[config.mk]
export PLATFORM = sky130hd
export DESIGN_NAME = cdiv_div_stage
export DESIGN_NICKNAME = d
export VERILOG_FILES = /design/src/hdl/cdiv_pkg.sv /design/src/hdl/cdiv_div_stage.sv
export SDC_FILE = /design/constraint.sdc
export NUM_CORES = 1
export LEC_CHECK = 0
export BUFFER_PORTS_ARGS = -buffer_cell sky130_fd_sc_hd__buf_4
export CORE_ASPECT_RATIO = 0.75
export CORE_MARGIN = 4
export CORE_UTILIZATION = 40
export CTS_CLUSTER_SIZE = 10
export DETAILED_ROUTE_END_ITERATION = 8
export PLACE_DENSITY = 0.64
export SLEW_MARGIN = 5
export SYNTH_ARGS = -nofsm -noshare
export SYNTH_HDL_FRONTEND = slang
export SYNTH_SLANG_ARGS = --single-unit
[constraint.sdc]
create_clock -name clk -period 0.8 [get_ports clk]
set_input_delay 0.16 -clock clk [delete_from_list [all_inputs] [get_ports clk]]
set_output_delay 0.16 -clock clk [all_outputs]
set_load 0.03 [all_outputs]
[src/hdl/cdiv_pkg.sv]
// Shared types and constants for the complex divider.
package cdiv_pkg;

	// Default magnitude width of one operand part (ports carry one more bit for sign)
	localparam int OPERAND_WIDTH_DEF = 17;

	// Width of one quotient part and its saturation bound
	localparam int QUOT_W = 25;
	localparam logic [QUOT_W-1:0] QUOT_LIMIT = 25'd14142200;

	// Control that travels alongside each request
	typedef struct packed {
		logic valid;
		logic zero;
		logic neg_re;
		logic neg_im;
		logic sat_re;
		logic sat_im;
	} cdiv_ctl_t;

endpackage

[src/hdl/cdiv_div_stage.sv]
// One restoring-division step: retire one quotient bit for both parts.
module cdiv_div_stage #(
	parameter int XW    = 2 * (cdiv_pkg::OPERAND_WIDTH_DEF + 1) + 26,
	parameter int SHIFT = 0
) (
	input  logic                      clk,
	input  logic                      arst_n,
	input  logic [XW-1:0]             rem_re_in,
	input  logic [XW-1:0]             rem_im_in,
	input  logic [XW-1:0]             den_in,
	input  logic [cdiv_pkg::QUOT_W-1:0] q_re_in,
	input  logic [cdiv_pkg::QUOT_W-1:0] q_im_in,
	input  cdiv_pkg::cdiv_ctl_t       ctl_in,
	output logic [XW-1:0]             rem_re_out,
	output logic [XW-1:0]             rem_im_out,
	output logic [XW-1:0]             den_out,
	output logic [cdiv_pkg::QUOT_W-1:0] q_re_out,
	output logic [cdiv_pkg::QUOT_W-1:0] q_im_out,
	output cdiv_pkg::cdiv_ctl_t       ctl_out
);

	logic [XW-1:0] dsh;
	logic          ge_re, ge_im;
	logic [cdiv_pkg::QUOT_W-1:0] q_re_nx, q_im_nx;

	always_comb begin
		dsh   = den_in << SHIFT;
		ge_re = rem_re_in >= dsh;
		ge_im = rem_im_in >= dsh;
		q_re_nx = q_re_in;
		q_im_nx = q_im_in;
		q_re_nx[SHIFT] = ge_re;
		q_im_nx[SHIFT] = ge_im;
	end

	always_ff @(posedge clk) begin
		rem_re_out <= ge_re ? rem_re_in - dsh : rem_re_in;
		rem_im_out <= ge_im ? rem_im_in - dsh : rem_im_in;
		den_out    <= den_in;
		q_re_out   <= q_re_nx;
		q_im_out   <= q_im_nx;
	end

	always_ff @(posedge clk or negedge arst_n) begin
		if (!arst_n) begin
			ctl_out <= '0;
		end else begin
			ctl_out <= ctl_in;
		end
	end

endmodule

==> results.md, run 1 <==
* Yosys top cell by area: dfxtp_1
* Relative slew slack at 56.5%
* Share of cells above drive strength 1 at 54.1%
* Remaining antenna violation count at 0
* Leakage dissipation at 13.7 nW
* Synth cell types at 88
* Drt via density at 5.46
* Number of flops mapped to enable cells by yosys at 0
* Crit-path slowest cell: fa_2
* Sequential share of the synthesized area at approximately 35%
* GRT overflow at 0
* CTS Root Cell: clkbuf_16
* Maxcap violations at 0
* Synth top area share at roughly a third
* Critical Path, Cell by Cell: buf_12, inv_12, ha_4, inv_2, fa_2, a211oi_4, o21ai_2, a221oi_2, buf_4, buf_6, o211ai_1, and3_4, o21ba_4, nor3b_4, o21a_4, clkinv_8, buf_8, mux2_4
* Io pins at 486
* Wire per inst at 22.0 µm
* Placed cell count at 3025
* Peak supply drop at approximately 1.9 mV
* Number of global-route vias before repair at 18626
* Total CTS buffers at 29
* Power Density at around 1800 nW/µm²
* Place WS at -2.79 ns
* IO buf count at 483
* Synthesis-to-layout area growth at 102%
* Drt first pass iters at 6
* Post-synthesis area per instance at 8.59 µm²
* Synth area leaders: dfxtp_1 (34%), ha_1 (11%), a21oi_1 (6.6%)
* Largest net degree at the start of global routing at 26
* Largest delay contributor family on the critical path: compound AO/OA/AOI/OAI gates
* Core Box Area at 34700 µm²
* Async SR Flop Fraction at around 2.5%
* Die area at 38300 µm²
* Mapped cell area at about 14000 µm²
* Critical Path Fanout Max at 5
* Final min period at 3.01 ns
* Htree depth at 1
* Main flop type after synthesis: dfxtp_1
* Gr usage total at approximately 36%
* Initial antenna violation count at 3
* Row count at 59
* Final instance area at 28400 µm²
* Setup TNS at -355.16 ns
* Synthesized flop and latch total at between 200 and 250
* First-pass GRT wire length at 109000 µm
* CTS tree: built
* DRC Markers at 0
* Fmax at about 330 MHz
* Utilization after layout at between 80% and 90%
* CTS sink cnt at roughly 240
* Die height at 170 µm
* Die X at 225 µm
* Yosys warns at 0
* Initial core utilization at 40.6%
* CP arrival at about 3.5 ns
* Routed WL at approximately 74000 µm
* HP Class: in2reg
* Failing checks: negative setup slack
* Final HPWL DP at 48600 µm
* Crit-path max cell delay at 0.36 ns
* Post-Layout Cell Count at approximately 3400
* Net Count, Synth at 2009
* Final worst-path setup slack at -2.21 ns
* Final #Nets at 3277
* Worst-path clk slew at 0.06 ns
* CP Data Required Time at approximately 1.2 ns
* Worst setup SP type: input pin
* CP endpoint kind: flop
* Critical path buffers and inverters at 7
* RSZ-0062 raised after global routing: true
* Final GP Congestion at 0.993
* Placed instance area at 22200 µm²
* DRT iter0 DRCs at 1465
* Setup Viol. Count Final at 368
* Actual slew at the worst max-slew pin at 0.647 ns
* Vias post-DR at 18420
* Outcome: complete, but fails checks
* Hold Vio Cnt, Final at 0
* Post-Syn Instances at 1639
* Max Root-Sink Buffers at 3
* WS Path Type: in2reg
* Final worst-path cycle share at 376%
* Slew Viols, Final at 0
[kinds of logic (layout without fill, tap and decap cells)]
logic type      Yosys count  count (layout)  synth area share, %
simple gates            406             406                 13.8
compound gates          523             523                 24.0
xor+xnor                108             108                 6.72
mux                      56              56                 4.50
buf+inv                 178            1455                 5.06
flops                   242             242                 34.6
fa+ha+maj               126             126                 11.3
other cells               0               3                    0
[worst min-delay path, stage by stage]
cell,delay (ns)
buf_4,0.09
buf_4,0.09
nor2b_2,0.12
a41o_1,0.10
[area by class of cell]
cell class	instances	area, µm²
sequential	242	5170
fill	2104	6260
clock buffer	39	813
inverter	93	399
clock inverter	1	7.51
timing repair inverter	1	11.3
timing repair buffer	1321	12100
tap	457	572
multi-input combinational	1219	9310
antenna	3	7.51
[routing by layer]
layer	wire length [µm]	vias to the layer above	global-route usage [%]
met5	29	-	0
met4	2910	4	11.6
met3	6500	221	7.71
met2	33800	955	58.3
met1	31100	8823	48.5
li1	-	8417	-
[Yosys cell counts (all sizes together) (10+ instances only)]
| cell | n |
|---|---|
| nand4 | 35 |
| clkbuf | 70 |
| o21a | 11 |
| a21o | 97 |
| and3 | 16 |
| mux2 | 55 |
| o21ai | 86 |
| nor3 | 19 |
| xnor2 | 66 |
| nor2 | 114 |
| a211oi | 12 |
| a21oi | 187 |
| o21bai | 32 |
| nand3 | 37 |
| nor2b | 17 |
| and2 | 10 |
| nand2b | 13 |
| ha | 124 |
| nand2 | 115 |
| dfxtp | 236 |
| inv | 93 |
| xor2 | 42 |
| buf | 14 |
| a31oi | 15 |
[metrics by stage]
step / total power [mW] / hold slack [ns]
after detailed placement: 32.9 / -0.0253
after global routing: 52.4 / 0.0234
after CTS: 49.4 / -0.182
after global placement: 32.7 / -0.0277
final: 50.7 / 0.0283
after floorplan: 24.2 / -0.136
[placed cells by master, fill, tap and decap left out, drive strengths merged, types with 37 or more instances in the layout]
cell type / synthesis / layout
mux2: 55 / 55
a21o: 97 / 97
nand3: 37 / 37
o21ai: 86 / 86
xor2: 42 / 42
clkbuf: 70 / 39
dlygate4sd3: 0 / 242
dfxtp: 236 / 236
nor2: 114 / 114
xnor2: 66 / 66
inv: 93 / 93
nand2: 115 / 115
ha: 124 / 124
a21oi: 187 / 187
buf: 14 / 1078
[where the power goes]
group,internal [mW],switching (mW)
clock,6.92,5.30
combinational,11.9,11.8
sequential,13.9,0.952
[timing repair]
item                                    in CTS  in global routing
hold endpoints to repair                   245                  7
resized for setup                          602                 68
setup buffers                               41                 13
pin swaps                                   41                 47
hold buffers                               241                  2
gates cloned                                21                  0
endpoints found under the setup margin     368                374
[worst paths after layout]
| check | start | to | slack, ns | cells past startpoint |
|---|---|---|---|---|
| min in group asynchronous | arst_n | ctl_out[0] | 0.50 | 3 |
| max in group asynchronous | arst_n | ctl_out[5] | 0.17 | 3 |
| min | rem_im_in[55] | rem_im_out[55] | 0.03 | 4 |
| max | rem_re_in[0] | rem_re_out[58] | -2.21 | 18 |
[flip-flops by register name (all words and copies together) (netlist names)]
name and flops:
q_re_out 25, den_out 62, rem_im_out 62, ctl_out 6, rem_re_out 62, q_im_out 25
(Power assumes the default switching activity.)
==> run 2: changes to the inputs <==
--- a/config.mk
+++ b/config.mk
@@ -6,12 +6,14 @@
 export NUM_CORES = 1
 export LEC_CHECK = 0
 export BUFFER_PORTS_ARGS = -buffer_cell sky130_fd_sc_hd__buf_4
+export CELL_PAD_IN_SITES_DETAIL_PLACEMENT = 0
+export CELL_PAD_IN_SITES_GLOBAL_PLACEMENT = 1
 export CORE_ASPECT_RATIO = 0.75
 export CORE_MARGIN = 4
 export CORE_UTILIZATION = 40
 export CTS_CLUSTER_SIZE = 10
 export DETAILED_ROUTE_END_ITERATION = 8
-export PLACE_DENSITY = 0.64
+export PLACE_DENSITY = 0.85
 export SLEW_MARGIN = 5
 export SYNTH_ARGS = -nofsm -noshare
 export SYNTH_HDL_FRONTEND = slang
==> run 2 against run 1 <==
The run still ends with negative setup slack left. Cell count shrank 0.12%. Setup slack gained 0.022 ns. Worst hold slack gained 0.014 ns. Cell area grew 0.70%. Global-route usage grew 0.74 points.
==> results.md, run 2 (same netlist as run 1, synthesis figures left out) <==
* Outcome: complete, but fails checks (unchanged)
* Failing checks: negative setup slack (unchanged)
* Core Box Area at 34700 µm² (unchanged)
* DRC Markers at 0 (unchanged)
* Fmax at 335 MHz (was 332 MHz)
* Final worst-path setup slack at -2.19 ns (was -2.21 ns)
* Gr usage total at 36.8% (was 36.1%)
* Relative slew slack at 59.3% (was 56.5%)
* Wire per inst at 23.0 µm (was 22.0 µm)
* Htree depth at 1 (unchanged)
* Largest net degree at the start of global routing at 24 (was 26)
* GRT overflow at 0 (unchanged)
* Final HPWL DP at 49200 µm (was 48600 µm)
* First-pass GRT wire length at 111000 µm (was 109000 µm)
* Synthesis-to-layout area growth at 104% (was 102%)
* Drt first pass iters at 6 (unchanged)
* Setup Viol. Count Final at 368 (unchanged)
* Most frequent cells in the layout: buf_4 (770), buf_6 (267), dlygate4sd3_1 (243), dfxtp_2 (233), a21oi_1 (133) (was buf_4 (781), buf_6 (255), dlygate4sd3_1 (242), dfxtp_2 (233), a21oi_1 (135))
* RSZ-0062 raised after global routing: true (unchanged)
* CP Data Required Time at 1.25 ns (was 1.24 ns)
* Io pins at 486 (unchanged)
* Hold Vio Cnt, Final at 0 (unchanged)
* Hold Path Stages at 4 (unchanged)
* CP endpoint kind: flop (unchanged)
* Placed instance area at 22300 µm² (was 22200 µm²)
* Largest regs: den_out: 62 flops, rem_im_out: 62 flops, rem_re_out: 62 flops (unchanged)
* Final worst-path cycle share at 373% (was 376%)
* Vias post-DR at 18566 (was 18420)
* CTS Root Cell: clkbuf_16 (unchanged)
* DRT iter0 DRCs at 1628 (was 1465)
* Maxcap violations at 0 (unchanged)
* Commonest non-fill, non-tap cell in the layout: buf_4 (unchanged)
* Power Density at 1780 nW/µm² (about the same)
* Die height at 170 µm (unchanged)
* WS Path Type: in2reg (unchanged)
* Critical Path Fanout Max at 6 (was 5)
* CP arrival at 3.43 ns (was 3.45 ns)
* IO buf count at 483 (unchanged)
* Utilization after layout at 82.5% (was 82.0%)
* Initial core utilization at 40.6% (unchanged)
* Worst-path clk slew at 0.07 ns (was 0.06 ns)
* Share of cells above drive strength 1 at 55.4% (was 54.1%)
* Row count at 59 (unchanged)
* Drt via density at 5.51 (was 5.46)
* Total CTS buffers at 29 (unchanged)
* HP Class: in2reg (unchanged)
* Slew Viols, Final at 0 (unchanged)
* Final min period at 2.99 ns (was 3.01 ns)
* Die X at 225 µm (unchanged)
* Routed WL at 77500 µm (was 74300 µm)
* Remaining antenna violation count at 0 (unchanged)
* Die area at 38300 µm² (unchanged)
* Final #Nets at 3276 (was 3277)
* Max Root-Sink Buffers at 3 (unchanged)
* Peak supply drop at 1.82 mV (was 1.85 mV)
* CTS sink cnt at 242 (unchanged)
* CTS tree: built (unchanged)
* Worst setup SP type: input pin (unchanged)
* Final instance area at 28600 µm² (was 28400 µm²)
* Final GP Congestion at 0.938 (was 0.993)
* Initial antenna violation count at 3 (unchanged)
* Leakage dissipation at 13.7 nW (about the same)
* Number of global-route vias before repair at 19160 (was 18626)
* Actual slew at the worst max-slew pin at 0.604 ns (was 0.647 ns)
==> run 2: critical path, stage by stage <==
cell and delay, ns:
buf_12 0.11, inv_12 0.04, ha_4 0.12, inv_2 0.03, fa_2 0.35, a211oi_2 0.27
o211ai_1 0.11, and2_4 0.18, a221o_1 0.37, a31oi_4 0.21, buf_6 0.13, o21ai_4 0.06
o211a_1 0.22, o32a_4 0.41, buf_8 0.19, buf_16 0.15, mux2_4 0.30
==> run 2: worst paths after layout <==
path | startpoint | to | slack, ns
max | rem_im_in[0] | rem_im_out[49] | -2.19
min | rem_im_in[55] | rem_im_out[55] | 0.04
max in group asynchronous | arst_n | ctl_out[5] | 0.19
min in group asynchronous | arst_n | ctl_out[1] | 0.49
==> run 2: layer usage <==
layer	vias up	routed length [µm]	global-route usage (%)
met2	1038	36500	62.8
met1	8880	30700	47.0
met3	256	6640	7.54
met4	4	3750	11.8
li1	8388	-	-
met5	-	26	0
==> run 2: area by class of cell <==
cell class / count / area [µm²]
diodes: 1 / 2.50
flip-flops and latches: 242 / 5180
fillers: 1990 / 6060
clock buffers: 36 / 772
well taps: 457 / 572
repair inverters: 1 / 16.3
repair buffers: 1320 / 12100
multi-input cells: 1219 / 9600
inverters: 93 / 408
clock inverters: 3 / 17.5
==> run 2: power by group <==
| part | total [mW] | leakage [nW] | switching (mW) | internal, mW |
|---|---|---|---|---|
| logic | 24.0 | 11.3 | 12.2 | 11.9 |
| registers | 14.8 | 2.06 | 0.954 | 13.9 |
| clock network | 12.1 | 0.386 | 5.50 | 6.65 |
| total | 51.0 | 13.7 | 18.6 | 32.4 |
==> run 2: stage by stage <==
stage | setup TNS (ns) | setup slack, ns | hold slack [ns] | std cells | total power [mW]
finish | -353.42 | -2.19 | 0.0426 | 3372 | 51.0
global route | -366.67 | -2.24 | 0.0399 | 3372 | 52.6
CTS | -340.37 | -2.02 | -0.272 | 3355 | 48.8
detailed placement | -327.52 | -2.73 | -0.0289 | 3033 | 33.0
global placement | -319.20 | -2.68 | -0.0300 | 3033 | 32.7
floorplan | -271.30 | -2.42 | -0.136 | 1639 | 24.2
==> run 2: what timing repair did <==
item                       4_1_cts  5_1_grt
pin swaps                       40       29
hold buffers                   240        4
resized for setup              640      137
hold endpoints to repair       245        8
cloned                          13        8
setup endpoints to repair      368      374
setup buffers                   32       17
